<file path="src/rtl/core/dct2d_pkg.sv">
// Package for the 2-D DCT / IDCT block: sequencer states, pipeline tag and
// fixed data widths. No dependencies.
`default_nettype none

package dct2d_pkg;

  localparam int SAMPLE_W  = 16;  // input sample / coefficient
  localparam int PART_W    = 24;  // first-pass intermediate
  localparam int OUT_W     = 16;  // final result
  localparam int PART_FRAC = 4;   // fraction bits kept in the intermediate

  typedef enum logic [2:0] {
    ST_LOAD,
    ST_COL,
    ST_COL_DRAIN,
    ST_ROW,
    ST_ROW_DRAIN
  } dct2d_state_t;

  // Travels alongside each product through the MAC pipeline
  typedef struct packed {
    logic valid;
    logic first;      // first term of a dot product
    logic last;       // last term of a dot product
    logic row_phase;  // 0: column pass, 1: row pass
  } mac_tag_t;

endpackage

`default_nettype wire

</file>
<file path="src/rtl/core/block_dct_idct_2d.sv">
// Top level of the 2-D orthonormal DCT-II / inverse DCT on square blocks.
// Uses dct2d_pkg, dct2d_coef_rom and dct2d_mac.
//
//  channel  | ports                               | transaction
//  ---------+-------------------------------------+-------------------------------
//  input    | in_valid/in_ready, in_sample_value  | one sample, row-major
//  output   | out_valid/out_ready, out_value,     | one transformed value,
//           | out_block_last                      | row-major, last flags end
//  config   | cfg_wr_en, cfg_wr_data              | direction: 0 fwd, 1 inverse
//
// A block loads in BLOCK_SIZE^2 transactions (one per cycle at most), then the
// single MAC runs 2*BLOCK_SIZE^3 products, and each pass ends with a pipeline
// drain. The shared multiplier and the one read port of each store limit the
// throughput. in_ready is high only while the block is loading. Reset clears
// the sequencer, counters and valid flags; the sample and intermediate stores
// are not cleared. A held result (out_valid high, out_ready low) freezes the
// whole MAC pipeline.
`default_nettype none

module block_dct_idct_2d #(
  parameter int BLOCK_SIZE     = 8,
  parameter int COEF_FRAC_BITS = 14
) (
  input  wire logic                                     clk,
  input  wire logic                                     rst_n,
  input  wire logic                                     in_valid,
  output logic                                          in_ready,
  input  wire logic signed [dct2d_pkg::SAMPLE_W-1:0]    in_sample_value,
  output logic                                          out_valid,
  input  wire logic                                     out_ready,
  output logic signed [dct2d_pkg::OUT_W-1:0]            out_value,
  output logic                                          out_block_last,
  input  wire logic                                     cfg_wr_en,
  input  wire logic                                     cfg_wr_data
);

  import dct2d_pkg::*;

  localparam int NSQ    = BLOCK_SIZE * BLOCK_SIZE;
  localparam int AW     = $clog2(NSQ);
  localparam int IW     = $clog2(BLOCK_SIZE);
  localparam int RW     = $clog2(NSQ + 1);
  localparam int COEF_W = COEF_FRAC_BITS + 2;
  localparam int ACC_W  = PART_W + COEF_W + IW + 1;

  localparam logic [IW-1:0] LAST_IDX  = IW'(BLOCK_SIZE - 1);
  localparam logic [AW-1:0] LAST_LOAD = AW'(NSQ - 1);
  localparam logic [RW-1:0] RES_ALL   = RW'(NSQ);
  localparam logic [RW-1:0] RES_LAST  = RW'(NSQ - 1);

  dct2d_state_t state_r;
  dct2d_state_t state_nxt;

  logic                        direction_r;
  logic                        inv_r;
  logic [AW-1:0]               load_cnt_r;
  logic [IW-1:0]               a_r;
  logic [IW-1:0]               b_r;
  logic [IW-1:0]               i_r;
  logic [RW-1:0]               res_cnt_r;
  mac_tag_t                    tag1_r;
  mac_tag_t                    tag1_nxt;
  mac_tag_t                    tag3;

  logic signed [SAMPLE_W-1:0]  in_mem   [NSQ];
  logic signed [PART_W-1:0]    part_mem [NSQ];
  logic signed [SAMPLE_W-1:0]  in_rd_r;
  logic signed [PART_W-1:0]    part_rd_r;

  logic                        out_valid_r;
  logic signed [OUT_W-1:0]     out_value_r;
  logic                        out_block_last_r;

  logic                        in_accept;
  logic                        issuing;
  logic                        row_phase;
  logic                        adv;
  logic                        iss_end;
  logic                        done_now;
  logic                        emit;
  logic                        part_wr;
  logic [AW-1:0]               in_rd_addr;
  logic [AW-1:0]               part_rd_addr;
  logic [IW-1:0]               x_idx;
  logic [IW-1:0]               rom_row;
  logic [IW-1:0]               rom_col;
  logic signed [COEF_W-1:0]    coef;
  logic signed [PART_W-1:0]    mac_op;
  logic signed [PART_W-1:0]    part_sat;
  logic signed [OUT_W-1:0]     res_sat;

  // ---------------- sequencer ----------------
  always_comb begin
    in_ready  = 1'b0;
    issuing   = 1'b0;
    row_phase = 1'b0;
    case (state_r)
      ST_LOAD:      in_ready  = 1'b1;
      ST_COL:       issuing   = 1'b1;
      ST_COL_DRAIN: issuing   = 1'b0;
      ST_ROW: begin
        issuing   = 1'b1;
        row_phase = 1'b1;
      end
      ST_ROW_DRAIN: row_phase = 1'b1;
      default:      issuing   = 1'b0;
    endcase
  end

  assign in_accept = in_valid && in_ready;
  assign adv       = !out_valid_r || out_ready;
  assign iss_end   = (a_r == LAST_IDX) && (b_r == LAST_IDX) && (i_r == LAST_IDX);
  assign done_now  = adv && tag3.valid && tag3.last;
  assign emit      = done_now && tag3.row_phase;
  assign part_wr   = done_now && !tag3.row_phase;

  always_comb begin
    state_nxt = state_r;
    case (state_r)
      ST_LOAD: begin
        if (in_accept && (load_cnt_r == LAST_LOAD)) state_nxt = ST_COL;
      end
      ST_COL: begin
        if (adv && iss_end) state_nxt = ST_COL_DRAIN;
      end
      ST_COL_DRAIN: begin
        if (res_cnt_r == RES_ALL) state_nxt = ST_ROW;
      end
      ST_ROW: begin
        if (adv && iss_end) state_nxt = ST_ROW_DRAIN;
      end
      ST_ROW_DRAIN: begin
        if (res_cnt_r == RES_ALL) state_nxt = ST_LOAD;
      end
      default: state_nxt = ST_LOAD;
    endcase
  end

  always_ff @(posedge clk) begin
    if (!rst_n) begin
      state_r     <= ST_LOAD;
      direction_r <= 1'b0;
      inv_r       <= 1'b0;
      load_cnt_r  <= '0;
      a_r         <= '0;
      b_r         <= '0;
      i_r         <= '0;
      res_cnt_r   <= '0;
      tag1_r      <= '0;
    end else begin
      state_r <= state_nxt;
      if (cfg_wr_en) begin
        direction_r <= cfg_wr_data;
      end
      if (in_accept) begin
        if (load_cnt_r == LAST_LOAD) begin
          load_cnt_r <= '0;
          inv_r      <= direction_r;  // mode is fixed by the last sample
        end else begin
          load_cnt_r <= load_cnt_r + AW'(1);
        end
      end
      // walk a, b, i with i fastest
      if (adv && issuing) begin
        if (i_r == LAST_IDX) begin
          i_r <= '0;
          if (b_r == LAST_IDX) begin
            b_r <= '0;
            a_r <= (a_r == LAST_IDX) ? '0 : a_r + IW'(1);
          end else begin
            b_r <= b_r + IW'(1);
          end
        end else begin
          i_r <= i_r + IW'(1);
        end
      end
      if (adv) begin
        tag1_r <= tag1_nxt;
      end
      if ((state_r == ST_LOAD) ||
          ((state_r == ST_COL_DRAIN) && (res_cnt_r == RES_ALL))) begin
        res_cnt_r <= '0;
      end else if (done_now) begin
        res_cnt_r <= res_cnt_r + RW'(1);
      end
    end
  end

  always_comb begin
    tag1_nxt.valid     = issuing;
    tag1_nxt.first     = (i_r == '0);
    tag1_nxt.last      = (i_r == LAST_IDX);
    tag1_nxt.row_phase = row_phase;
  end

  // ---------------- stores ----------------
  assign in_rd_addr   = AW'(32'(i_r) * BLOCK_SIZE + 32'(b_r));
  assign part_rd_addr = AW'(32'(a_r) * BLOCK_SIZE + 32'(i_r));

  always_ff @(posedge clk) begin
    if (in_accept) begin
      in_mem[load_cnt_r] <= in_sample_value;
    end
    if (adv) begin
      in_rd_r <= in_mem[in_rd_addr];
    end
  end

  always_ff @(posedge clk) begin
    if (part_wr) begin
      part_mem[res_cnt_r[AW-1:0]] <= part_sat;
    end
    if (adv) begin
      part_rd_r <= part_mem[part_rd_addr];
    end
  end

  // ---------------- coefficient select ----------------
  // column pass uses C (or C^T), row pass uses C^T (or C); both swap on inv
  assign x_idx   = row_phase ? b_r : a_r;
  assign rom_row = inv_r ? i_r : x_idx;
  assign rom_col = inv_r ? x_idx : i_r;

  dct2d_coef_rom #(
    .BLOCK_SIZE     (BLOCK_SIZE),
    .COEF_FRAC_BITS (COEF_FRAC_BITS),
    .IW             (IW),
    .COEF_W         (COEF_W)
  ) u_rom (
    .clk     (clk),
    .en      (adv),
    .row_idx (rom_row),
    .col_idx (rom_col),
    .coef    (coef)
  );

  assign mac_op = tag1_r.row_phase ? part_rd_r : PART_W'(in_rd_r);

  dct2d_mac #(
    .COEF_W         (COEF_W),
    .ACC_W          (ACC_W),
    .COEF_FRAC_BITS (COEF_FRAC_BITS)
  ) u_mac (
    .clk      (clk),
    .rst_n    (rst_n),
    .en       (adv),
    .tag_in   (tag1_r),
    .op_in    (mac_op),
    .coef_in  (coef),
    .tag_out  (tag3),
    .part_sat (part_sat),
    .res_sat  (res_sat)
  );

  // ---------------- output register ----------------
  always_ff @(posedge clk) begin
    if (!rst_n) begin
      out_valid_r <= 1'b0;
    end else if (adv) begin
      out_valid_r <= emit;
    end
  end

  always_ff @(posedge clk) begin
    if (emit) begin
      out_value_r      <= res_sat;
      out_block_last_r <= (res_cnt_r == RES_LAST);
    end
  end

  assign out_valid      = out_valid_r;
  assign out_value      = out_value_r;
  assign out_block_last = out_block_last_r;

  // ---------------- assertions ----------------
  a_emit_in_row_pass: assert property (@(posedge clk) disable iff (!rst_n)
    emit |-> (state_r == ST_ROW || state_r == ST_ROW_DRAIN))
    else $error("result emitted outside the row pass");

  a_part_wr_in_col_pass: assert property (@(posedge clk) disable iff (!rst_n)
    part_wr |-> (state_r == ST_COL || state_r == ST_COL_DRAIN))
    else $error("intermediate written outside the column pass");

  a_res_cnt_bound: assert property (@(posedge clk) disable iff (!rst_n)
    res_cnt_r <= RES_ALL)
    else $error("completion count overran the block");

  a_pipe_empty_on_load: assert property (@(posedge clk) disable iff (!rst_n)
    (state_r == ST_LOAD) |-> (!tag1_r.valid && !tag3.valid))
    else $error("MAC pipeline busy while loading");

  // loading clears the completion count even while the last result waits
  a_hold_when_stalled: assert property (@(posedge clk) disable iff (!rst_n)
    (out_valid_r && !out_ready && (state_r != ST_LOAD)) |=>
      ($stable(res_cnt_r) && $stable(i_r)))
    else $error("sequencer moved while a result was held");

endmodule

`default_nettype wire

</file>
<file path="src/rtl/core/dct2d_coef_rom.sv">
// Cosine coefficient ROM with registered read. The table is built at
// elaboration in fixed point from BLOCK_SIZE and COEF_FRAC_BITS. No package use.
`default_nettype none

module dct2d_coef_rom #(
  parameter int BLOCK_SIZE     = 8,
  parameter int COEF_FRAC_BITS = 14,
  parameter int IW             = $clog2(BLOCK_SIZE),
  parameter int COEF_W         = COEF_FRAC_BITS + 2
) (
  input  wire logic                     clk,
  input  wire logic                     en,
  input  wire logic [IW-1:0]            row_idx,
  input  wire logic [IW-1:0]            col_idx,
  output logic signed [COEF_W-1:0]      coef
);

  localparam int NSQ = BLOCK_SIZE * BLOCK_SIZE;
  localparam int AW  = $clog2(NSQ);
  localparam longint Q30_ONE = 64'sd1 << 30;
  localparam longint PI_Q30  = 64'sd3373259426;

  typedef logic signed [COEF_W-1:0] tab_t [NSQ];

  function automatic longint unsigned isqrt64(input longint unsigned v_in);
    longint unsigned v;
    longint unsigned r;
    longint unsigned bt;
    v  = v_in;
    r  = 64'd0;
    bt = 64'd1 << 62;
    while (bt > v) bt = bt >> 2;
    while (bt != 64'd0) begin
      if (v >= r + bt) begin
        v = v - (r + bt);
        r = (r >> 1) + bt;
      end else begin
        r = r >> 1;
      end
      bt = bt >> 2;
    end
    return r;
  endfunction

  // cos(pi*t/(2*BLOCK_SIZE)) in Q30 by a truncated Taylor series
  function automatic longint cos_q30(input int t);
    longint x;
    longint x2;
    longint r;
    x  = (PI_Q30 * longint'(t)) / (2 * BLOCK_SIZE);
    x2 = (x * x) / Q30_ONE;
    r  = Q30_ONE;
    r  = Q30_ONE - ((x2 * r) / Q30_ONE) / 380;
    r  = Q30_ONE - ((x2 * r) / Q30_ONE) / 306;
    r  = Q30_ONE - ((x2 * r) / Q30_ONE) / 240;
    r  = Q30_ONE - ((x2 * r) / Q30_ONE) / 182;
    r  = Q30_ONE - ((x2 * r) / Q30_ONE) / 132;
    r  = Q30_ONE - ((x2 * r) / Q30_ONE) / 90;
    r  = Q30_ONE - ((x2 * r) / Q30_ONE) / 56;
    r  = Q30_ONE - ((x2 * r) / Q30_ONE) / 30;
    r  = Q30_ONE - ((x2 * r) / Q30_ONE) / 12;
    r  = Q30_ONE - ((x2 * r) / Q30_ONE) / 2;
    if (r < 0) r = 0;
    if (r > Q30_ONE) r = Q30_ONE;
    return r;
  endfunction

  localparam longint unsigned S0 = isqrt64((64'd1 << 60) / BLOCK_SIZE);
  localparam longint unsigned S1 = isqrt64((64'd1 << 61) / BLOCK_SIZE);

  function automatic tab_t build_tab();
    tab_t            tb;
    int              m;
    int              q;
    int              rr;
    logic            neg;
    longint unsigned c;
    longint unsigned mag;
    longint          v;
    for (int k = 0; k < BLOCK_SIZE; k++) begin
      for (int n = 0; n < BLOCK_SIZE; n++) begin
        m   = ((2 * n + 1) * k) % (4 * BLOCK_SIZE);
        q   = m / BLOCK_SIZE;
        rr  = m % BLOCK_SIZE;
        neg = (q == 1) || (q == 2);
        c   = longint'(cos_q30(((q == 1) || (q == 3)) ? BLOCK_SIZE - rr : rr));
        mag = c * ((k == 0) ? S0 : S1);
        v   = longint'((mag + (64'd1 << (59 - COEF_FRAC_BITS))) >> (60 - COEF_FRAC_BITS));
        tb[k * BLOCK_SIZE + n] = COEF_W'(neg ? -v : v);
      end
    end
    return tb;
  endfunction

  localparam tab_t COS_TAB = build_tab();

  logic [AW-1:0] addr;

  assign addr = AW'(32'(row_idx) * BLOCK_SIZE + 32'(col_idx));

  always_ff @(posedge clk) begin
    if (en) begin
      coef <= COS_TAB[addr];
    end
  end

endmodule

`default_nettype wire

</file>
<file path="src/rtl/core/dct2d_mac.sv">
// Shared multiply-accumulate unit: product register, accumulator, and the
// round/saturate of the finished sum. Uses dct2d_pkg for widths and the tag.
`default_nettype none

module dct2d_mac #(
  parameter int COEF_W         = 16,
  parameter int ACC_W          = 44,
  parameter int COEF_FRAC_BITS = 14
) (
  input  wire logic                                   clk,
  input  wire logic                                   rst_n,
  input  wire logic                                   en,
  input  wire dct2d_pkg::mac_tag_t                    tag_in,
  input  wire logic signed [dct2d_pkg::PART_W-1:0]    op_in,
  input  wire logic signed [COEF_W-1:0]               coef_in,
  output dct2d_pkg::mac_tag_t                         tag_out,
  output logic signed [dct2d_pkg::PART_W-1:0]         part_sat,
  output logic signed [dct2d_pkg::OUT_W-1:0]          res_sat
);

  import dct2d_pkg::*;

  localparam int PW = PART_W + COEF_W;
  localparam int S1 = COEF_FRAC_BITS - PART_FRAC;
  localparam int S2 = COEF_FRAC_BITS + PART_FRAC;

  localparam logic signed [ACC_W:0] RND1 = (ACC_W+1)'(64'd1 << (S1 - 1));
  localparam logic signed [ACC_W:0] RND2 = (ACC_W+1)'(64'd1 << (S2 - 1));
  localparam logic signed [ACC_W:0] P_HI = (ACC_W+1)'((64'd1 << (PART_W - 1)) - 64'd1);
  localparam logic signed [ACC_W:0] P_LO = ~P_HI;
  localparam logic signed [ACC_W:0] R_HI = (ACC_W+1)'((64'd1 << (OUT_W - 1)) - 64'd1);
  localparam logic signed [ACC_W:0] R_LO = ~R_HI;

  mac_tag_t                 tag2_r;
  mac_tag_t                 tag3_r;
  logic signed [PW-1:0]     prod_r;
  logic signed [ACC_W-1:0]  acc_r;
  logic signed [ACC_W-1:0]  acc_nxt;
  logic signed [ACC_W:0]    acc_x;
  logic signed [ACC_W:0]    sum1;
  logic signed [ACC_W:0]    sum2;
  logic signed [ACC_W:0]    shr1;
  logic signed [ACC_W:0]    shr2;

  always_ff @(posedge clk) begin
    if (!rst_n) begin
      tag2_r <= '0;
      tag3_r <= '0;
    end else if (en) begin
      tag2_r <= tag_in;
      tag3_r <= tag2_r;
    end
  end

  // restart the sum on the first term of each dot product
  assign acc_nxt = (tag2_r.first ? {ACC_W{1'b0}} : acc_r) + ACC_W'(prod_r);

  always_ff @(posedge clk) begin
    if (en) begin
      prod_r <= op_in * coef_in;
      if (tag2_r.valid) begin
        acc_r <= acc_nxt;
      end
    end
  end

  // round half up, then clamp
  assign acc_x = {acc_r[ACC_W-1], acc_r};
  assign sum1  = acc_x + RND1;
  assign sum2  = acc_x + RND2;
  assign shr1  = sum1 >>> S1;
  assign shr2  = sum2 >>> S2;

  always_comb begin
    if (shr1 > P_HI) begin
      part_sat = PART_W'(P_HI);
    end else if (shr1 < P_LO) begin
      part_sat = PART_W'(P_LO);
    end else begin
      part_sat = shr1[PART_W-1:0];
    end
    if (shr2 > R_HI) begin
      res_sat = OUT_W'(R_HI);
    end else if (shr2 < R_LO) begin
      res_sat = OUT_W'(R_LO);
    end else begin
      res_sat = shr2[OUT_W-1:0];
    end
  end

  assign tag_out = tag3_r;

endmodule

`default_nettype wire

</file>
<file path="config.mk">
export PLATFORM = sky130hd
export DESIGN_NAME = block_dct_idct_2d
export DESIGN_NICKNAME = d
export VERILOG_FILES = /design/src/rtl/core/dct2d_pkg.sv /design/src/rtl/core/block_dct_idct_2d.sv /design/src/rtl/core/dct2d_coef_rom.sv /design/src/rtl/core/dct2d_mac.sv
export SDC_FILE = /design/constraint.sdc
export NUM_CORES = 2
export LEC_CHECK = 0
export BUFFER_PORTS_ARGS = -buffer_cell sky130_fd_sc_hd__clkbuf_2
export CORE_UTILIZATION = 55
export CTS_CLUSTER_DIAMETER = 40
export CTS_CLUSTER_SIZE = 12
export DETAILED_ROUTE_END_ITERATION = 10
export PLACE_DENSITY = 0.76
export SLEW_MARGIN = 20
export SYNTH_ARGS = -nofsm -noshare
export SYNTH_HDL_FRONTEND = slang
export SYNTH_HIERARCHICAL = 1
export SYNTH_SLANG_ARGS = --single-unit
</file>
<file path="constraint.sdc">
create_clock -name clk -period 8.74 [get_ports clk]
set_input_delay 1.311 -clock clk [delete_from_list [all_inputs] [get_ports clk]]
set_output_delay 1.311 -clock clk [all_outputs]
set_load 0.02 [all_outputs]
</file>
==> key figures <==
Routing
  • First drt pass iteration count: 6
  • Final wirelength: about 310 mm
  • Residual DRC count: 0
  • Vias: just under 70000
  • Post-route ant nets: 0
  • Initial DRC count: between 8000 and 9000
  • Via-per-instance ratio: approximately 6.4
  • Wire per inst: between 20 and 30 um

Clock tree
  • Post-CTS Resized: 0
  • Number of CTS-inserted buffers: 355
  • CTS Root Cell: clkbuf_16
  • Clk_lat worst skew: 1000 ps
  • CTS Sinks: between 2000 and 3000
  • Clk pin slew, worst setup/hold paths: around 60 ps
  • Setup bufs post-CTS: 0
  • Bufs on Longest Clock Path: 4
  • CTS tree: built
  • H-tree levels: 5
  • Cts hold-fix bufs: 0

Global route
  • First-pass GRT wire length: around 460 mm
  • Total gr overflow: 0
  • Initial antenna violation count: 13
  • Pin count of the biggest net entering global routing: around 140
  • Vias in the first global route: a little under 70000
  • Gr usage total: 0.2731

STA
  • Max Slew Vio Count: 0
  • Final Cycle Share: 0.9185
  • Fin crit period: ~8000 ps
  • Clock Skew: roughly 110 ps
  • Worst setup margin: roughly 710 ps
  • Fmax: between 100 and 150 MHz
  • Worst rel slew slack: 0.1224
  • Least-Margin Pin Slew: 1313 ps
  • Setup tns final: 0 ps
  • Setup-failing EPs final: 0
  • Final-report hold violation count: 0
  • RSZ-0062 raised after global routing: false

Critical path
  • CP Class: register to register
  • Arrival time at the worst endpoint: around 8700 ps
  • Worst Setup End Kind: register
  • R2R cell count: 23
  • Reg2reg setup slack: between 700 and 800 ps
  • R2r startpoint: tag1_r[0]
  • Reg2reg end: u_mac/prod_r[39]
  • Crit-path max FO: 18
  • Critical path launch point type: register
  • Worst EP required: 9420 ps

Run status
  • Status: finished clean

Hold path
  • Hold Path Stages: 2
  • Hold Path Class: register to register
  • Hold endpoint: tag1_r[1]
  • Hold Startpoint: tag1_r[1]

Placement
  • HPWL after DPL: 179.3 mm
  • Pre-CTS setup slack: approximately 700 ps
  • Placer Congestion: ~0.9
  • Port bufs: 40

Logic synthesis
  • Mapped Avg Cell Area: 17.31 um2
  • Synthesized area: ~120000 um2
  • Cell count after synthesis: 7147
  • Synth warnings: 6
  • Synth Net Count: about 7700

Final layout
  • Area growth from synthesis to layout: 12.79%
  • Share of cells above drive strength 1: 0.2069
  • Final #Nets: about 8000
  • Fill count: 14972

Flow run
  • Max cap viols: 0

Power and ir drop
  • NetSw: 8.770 mW
  • Max VDD drop: 253.1 uV
  • Internal power: approximately 26 mW
  • Combinational power share: 0.161
  • Lkg Pwr: ~47 nW
  • PD cells: 248.2 nW/um2
  • Reg power frac: 0.429
  • Switching share of power: 0.2533
  • Clock power share: 0.410

Floorplanning
  • # rows: 173
  • IO Count: just over 40
  • Die width: ~480 um
  • CORE AREA: between 200000 and 250000 um2
  • Die Area: 226800 um2
  • Chip height: between 400 and 500 um
  • Starting Density: 0.5549
==> metrics by stage <==
step             util  total power, mW  hold slack (ps)  area [um2]  instances
3_3_place_gp   0.5743            20.45            458.8      128000      10023
4_1_cts        0.6256            34.72            480.9      139500      10630
6_report       0.6258            34.63            475.2      139500      10636
3_5_place_dp   0.5743            20.63            472.7      128000      10023
5_1_grt        0.6258            35.96            501.2      139500      10632
2_1_floorplan       -            19.30            440.6      123700       7147
==> critical path, cell delays in order (launching register included) <==
cell and delay (ps):
dfxtp_1 760, nand2b_1 360, nand2_1 460, and2_1 330, fa_1 550, inv_1 50
fa_1 470, fa_1 520, inv_1 60, fa_1 440, fa_1 510, inv_1 50
fa_1 470, inv_1 40, ha_1 350, a22o_1 260, nor4_1 180, o21ai_0 130
a221oi_1 580, nor2_1 150, o41a_1 460, a211oi_1 340, o31ai_1 150, xnor2_1 140
==> metal layers <==
metal | global-route usage | part of all wire
met5 | 0 | 0.00024
met4 | 0.09604 | 0.036
met3 | 0.05882 | 0.11
met2 | 0.4330 | 0.48
met1 | 0.3771 | 0.38
==> sequential cells by signal, indices dropped and copies added (netlist names), 3 cells and up <==
| name | cells |
|---|---|
| load_cnt_r | 6 |
| in_rd_r | 16 |
| part_rd_r | 24 |
| state_r | 3 |
| in_mem | 1024 |
| u_mac/acc_r | 44 |
| part_mem | 1536 |
| u_mac/prod_r | 40 |
| tag1_r | 4 |
| u_mac/tag2_r | 4 |
| a_r | 3 |
| u_rom/coef | 14 |
| b_r | 3 |
| i_r | 3 |
| out_value | 16 |
| res_cnt_r | 7 |
| u_mac/tag_out | 3 |
==> cell usage in the layout (no fill, tap or decap), types with 31 or more instances in the layout <==
cell	count
a22oi_1	78
nor3_1	51
bufinv_16	38
nand3_1	78
o21ai_0	115
o22ai_1	77
xor2_1	54
nor2b_1	96
ha_1	163
inv_1	474
a31oi_1	49
clkinvlp_4	33
a21o_1	40
a21oi_1	151
clkbuf_1	56
edfxtp_1	2715
mux2_2	48
clkbuf_2	40
nand2b_1	34
nor2_2	75
clkbuf_16	362
nor2_1	222
and3_1	32
and2_1	173
fa_1	375
mux4_2	571
dfxtp_1	31
mux2i_1	213
buf_4	225
xnor2_1	88
nand2_1	383
clkinv_1	31
clkinv_2	48
==> cell type report <==
cell class | count | area (um2) | area share
Sequential cell | 2754 | 82330 | 0.5901
Multi-Input combinational cell | 3540 | 38130 | 0.2733
Clock buffer | 421 | 9310 | 0.06673
Tap cell | 2975 | 3722 | 0.02668
Clock inverter | 186 | 2135 | 0.01530
Timing Repair Buffer | 274 | 2077 | 0.01489
Inverter | 481 | 1810 | 0.01298
Antenna cell | 5 | 12.51 | 0.00008967
==> how the worst max path moves through the flow <==
stage,cells past startpoint,startpoint,slack [ps],endpoint
4_1_cts,23,tag1_r[0],740,u_mac/prod_r[39]
3_3_place_gp,23,tag1_r[0],830,u_mac/prod_r[39]
3_5_place_dp,23,tag1_r[0],700,u_mac/prod_r[39]
6_report,23,tag1_r[0],710,u_mac/prod_r[39]
5_1_grt,23,tag1_r[0],260,u_mac/prod_r[39]
2_1_floorplan,27,tag1_r[0],1460,u_mac/prod_r[38]
==> power groups by stage <==
stage	registers [mW]	clock network (mW)	logic, mW
detailed placement	15.1	0	5.51
CTS	14.8	14.3	5.55
global route	14.9	14.8	6.28
floorplan	15.1	0	4.20
finish	14.8	14.2	5.58
global placement	15.1	0	5.33
Power figures use the tool's default switching activity.
